$ cat src/hw/rtl/sv39ptw_pkg.sv
`default_nettype none
// ----------------------------------------------------------------------------
// sv39ptw_pkg
// Shared types and constants for the Sv39 page table walker.
// ----------------------------------------------------------------------------
package sv39ptw_pkg;

  localparam int SV39PTW_STORE_WORDS = 4096;
  localparam int SV39PTW_VA_BITS     = 38;

  localparam int VA_W    = 39;
  localparam int PTE_W   = 64;
  localparam int PPN_W   = 44;
  localparam int PA_W    = 56;
  localparam int FAULT_W = 2;
  localparam int VPN_W   = 9;
  localparam int OFF_W   = 12;

  localparam int PTE_V_BIT   = 0;
  localparam int PTE_U_BIT   = 4;
  localparam int PTE_PPN_LSB = 10;

  localparam logic OP_WRITE     = 1'b0;
  localparam logic OP_TRANSLATE = 1'b1;

  localparam logic [FAULT_W-1:0] FAULT_NONE     = 2'd0;
  localparam logic [FAULT_W-1:0] FAULT_RANGE    = 2'd1;
  localparam logic [FAULT_W-1:0] FAULT_INVALID  = 2'd2;
  localparam logic [FAULT_W-1:0] FAULT_NOT_USER = 2'd3;

  typedef enum logic [1:0] {
    CMD_WRITE = 2'd0,
    CMD_RANGE = 2'd1,
    CMD_WALK  = 2'd2
  } cmd_kind_t;

  typedef struct packed {
    cmd_kind_t           kind;
    logic [VA_W-1:0]     addr;
    logic [PTE_W-1:0]    value;
  } cmd_t;

endpackage
`default_nettype wire

$ cat src/hw/rtl/sv39ptw_cmdq.sv
`default_nettype none
// ----------------------------------------------------------------------------
// sv39ptw_cmdq
// Two-entry command queue between the front and the walk engine.
// ----------------------------------------------------------------------------
module sv39ptw_cmdq (
  input  wire logic              clk,
  input  wire logic              rst_n,
  input  wire logic              push,
  input  wire sv39ptw_pkg::cmd_t push_cmd,
  output logic                   full,
  input  wire logic              pop,
  output logic                   head_valid,
  output sv39ptw_pkg::cmd_t      head_cmd
);

  import sv39ptw_pkg::*;

  cmd_t       slot_r [2];
  logic       wr_ptr_r, wr_ptr_nxt;
  logic       rd_ptr_r, rd_ptr_nxt;
  logic [1:0] count_r,  count_nxt;

  assign full       = count_r == 2'd2;
  assign head_valid = count_r != 2'd0;
  assign head_cmd   = slot_r[rd_ptr_r];

  always_comb begin
    wr_ptr_nxt = wr_ptr_r ^ push;
    rd_ptr_nxt = rd_ptr_r ^ pop;
    count_nxt  = count_r + {1'b0, push} - {1'b0, pop};
  end

  always_ff @(posedge clk) begin
    if (!rst_n) begin
      wr_ptr_r <= 1'b0;
      rd_ptr_r <= 1'b0;
      count_r  <= 2'd0;
    end else begin
      wr_ptr_r <= wr_ptr_nxt;
      rd_ptr_r <= rd_ptr_nxt;
      count_r  <= count_nxt;
    end
  end

  always_ff @(posedge clk) begin
    if (push) begin
      slot_r[wr_ptr_r] <= push_cmd;
    end
  end

endmodule
`default_nettype wire

$ cat config.mk
export PLATFORM = sky130hd
export DESIGN_NAME = sv39ptw_cmdq
export DESIGN_NICKNAME = d
export VERILOG_FILES = /design/src/hw/rtl/sv39ptw_pkg.sv /design/src/hw/rtl/sv39ptw_cmdq.sv
export SDC_FILE = /design/constraint.sdc
export NUM_CORES = 1
export LEC_CHECK = 0
export BUFFER_PORTS_ARGS = -buffer_cell sky130_fd_sc_hd__buf_2
export CAP_MARGIN = 20
export CORE_ASPECT_RATIO = 1.4
export CORE_MARGIN = 1
export CORE_UTILIZATION = 25
export CTS_BUF_LIST = sky130_fd_sc_hd__clkbuf_8
export DETAILED_ROUTE_END_ITERATION = 10
export PLACE_DENSITY_LB_ADDON = 0.15
export SLEW_MARGIN = 5
export SYNTH_ARGS = -nofsm -noshare
export SYNTH_HDL_FRONTEND = slang
export SYNTH_SLANG_ARGS = --single-unit
$ cat constraint.sdc
create_clock -name clk -period 6 [get_ports clk]
set_clock_uncertainty 0.2 [all_clocks]
set_input_delay 1.2 -clock clk [delete_from_list [all_inputs] [get_ports clk]]
set_output_delay 1.2 -clock clk [all_outputs]
set_load 0.02 [all_outputs]
==> summary.txt <==
Outcome
  – Outcome: complete, no violations

Power and ir drop
  – Leakage power figure: 3.96 nW
  – Pwr dens: 342 nW/um2
  – Worst ir drop on vdd: 0.199 mV

Run
  – Max Cap Viol: 0

Global routing
  – Pin count of the biggest net entering global routing: between 60 and 70
  – Total Routing Usage GR: 10.5%
  – Initial antenna violation count: 1
  – Vias in the first global route: 4574
  – First-pass GRT wire length: roughly 26000 um
  – Remaining Overflow, GRT: 0

STA
  – Final period util: 69.0%
  – Worst hold slack: between 0.3 and 0.4 ns
  – F_max: 242 MHz
  – Slew Limit Fails: 0
  – Slew headroom: 44.4%
  – Final setup vio count: 0
  – Tmin final: 4.14 ns
  – Worst-Margin Slew: 0.835 ns
  – Setup TNS: 0 ns
  – Unrepaired setup endpoints after global routing: false
  – Setup WS post-layout: 1.86 ns
  – Hold Fails Final Rpt: 0

Synthesis
  – Yosys reg bits: 215
  – Synth warnings: 0
  – Syn Nets: 461
  – Area contributors post-synth: edfxtp_1, mux2_4, mux2_2, buf_12, dfxtp_1
  – Sequential area share after synthesis: 79.4%
  – Post-synthesis cell area: 8060 um2
  – Unique masters post-synth: 15
  – Mean Syn Cell Area: 23.2 um2
  – Synth Instances: between 300 and 400
  – Area share of the leading cell type in the synthesized netlist: between 70% and 80%
  – Area leader, netlist: edfxtp_1

Floorplanning
  – Placeable Area: about 32000 um2
  – # rows: 77
  – Initial Util: approximately 25%
  – # IOs: 216
  – Chip width: 154 um
  – Chip height: 215 um
  – Area of the die: 33000 um2

Setup path
  – Crit Path Max Fanout: 46
  – Crit Path Category: reg -> out
  – Worst EP arrival: between 2 and 3 ns
  – CP required: around 4.6 ns
  – Critical Path Sink Type: output port
  – CP bufs+invs: 2
  – R2r startpoint: wr_ptr_r$_SDFF_PN0_
  – Max incr delay on CP: 0.86 ns
  – Startpoint types: flop
  – Critical Path, Cell by Cell: buf_4, mux2_2, buf_2
  – Crit-path leading delay family: flip-flops
  – CP max-delay cell: dfxtp_4

Worst hold path
  – Worst hold start: rd_ptr_r$_SDFF_PN0_
  – Worst Hold Class: reg -> reg

Route
  – Vias/cell: roughly 4
  – Vias after detailed routing: 4079
  – Routed Wire Length: 17200 um
  – DR WL/cell: approximately 17 um
  – DRT iter0 DRCs: 179
  – DRC Markers: 0
  – Pre-Repair DR Iteration Count: 4
  – Post-route ant nets: 0

Clocking
  – CTS HTree Levels: 2
  – Later-pin clock latency in the skew report: ~0.53 ns
  – Clk sink count: about 220
  – Clock slew at reported path FFs: 0.05 ns
  – CTS tree: built
  – Root Driver: clkbuf_8
  – Post_cts resized: 0
  – Post-CTS Setup Inserts: 0
  – Count of hold-fix buffers inserted at cts: 0
  – Maximum root-to-sink buffer count: 3
  – Total CTS buffers: 38

Place
  – Place WS: approximately 2.3 ns
  – Port bufs: about 220
  – GPL Wtd Cong: approximately 0.67
  – Inst Count DP: 950
  – Detail Placement HPWL: 11100 um

Cells and area
  – Layout cells sized above 1: 61.5%
  – Ant. Diodes: 0
  – Syn-to-layout area delta: 27.9%
  – Post-route insts no fill: 1018
  – Final #Nets: 710
  – Fillers: 3105
[final timing paths]
| check | endpoint | slack, ns | cells after the start |
|---|---|---|---|
| setup / recovery | head_cmd[39] | 1.86 | 3 |
| hold / removal | flop | 0.39 | 2 |
| setup reg to reg | slot_r[1][38]$_DFFE_PP_ | 3.77 | 3 |
| hold reg to reg | flop | 0.39 | 2 |
[kinds of logic after synthesis]
| family | count (synthesis) | share of synthesized area (%) |
|---|---|---|
| adder cells (fa/ha/maj) | 4 | 0.621 |
| AND/OR/NAND/NOR | 7 | 0.543 |
| multiplexers | 105 | 17.0 |
| XOR/XNOR | 2 | 0.388 |
| buffers and inverters | 15 | 2.02 |
| flip-flops | 215 | 79.4 |
[routing by layer]
layer | global-route usage (%) | share of wire, %
met4 | 4.83 | 3.0
met2 | 19.7 | 55
met5 | 0 | 0.052
met3 | 3.48 | 6.7
met1 | 10.2 | 36
[cell usage after synthesis]
cell      count
edfxtp_1    210
mux2_2       55
mux2_4       50
buf_12        5
buf_2         5
dfxtp_1       5
ha_1          4
and2_1        3
inv_1         3
nor2b_1       3
buf_6         1
buf_8         1
or2_2         1
xnor3_1       1
xor2_1        1
[area by class of cell]
| class | instances | area, um2 | area share (%) |
|---|---|---|---|
| sequential | 215 | 6410 | 62.2 |
| clock buffer | 39 | 537 | 5.21 |
| multi-input combinational | 118 | 1520 | 14.7 |
| inverter | 3 | 11.3 | 0.109 |
| clock inverter | 27 | 176 | 1.71 |
| timing repair buffer | 221 | 1160 | 11.3 |
| tap | 395 | 494 | 4.79 |
[worst min-delay path: stages, from the launching register on]
cell and delay (ns):
dfxtp_1 0.33, xor2_1 0.07, and2_1 0.15
[report_power, final]
part	internal (W)	switching [W]
registers	0.00175	0.0000381
logic	0.000201	0.000250
clock network	0.000695	0.000584
[cells in the final DEF, fill, tap and decap left out]
cell type and count:
mux2_4 50, dfxtp_1 4, inv_6 2, mux2_2 55, bufinv_16 2, edfxtp_1 210, ha_4 2, dfxtp_4 1
clkbuf_8 39, buf_16 2, nor2b_1 3, buf_4 4, xor2_1 1, and2_1 3, clkinv_1 7, buf_2 215
clkinv_2 10, xnor3_1 1, or2_2 1, ha_1 2, inv_1 9
[sequential cells by signal, indices dropped and copies added (netlist names), named ones only]
name and flops:
slot_r 210, rd_ptr_r 1, wr_ptr_r 1, count_r 2
[stage by stage]
stage | power, W | util, % | area (um2)
3_5_place_dp | 0.00229 | 30.1 | 9540
3_3_place_gp | 0.00227 | 30.1 | 9540
6_report | 0.00352 | 32.5 | 10300
2_1_floorplan | 0.00213 | - | 8060
4_1_cts | 0.00360 | 32.4 | 10300
5_1_grt | 0.00369 | 32.5 | 10300
No activity file was read; power rests on OpenSTA's default activity.
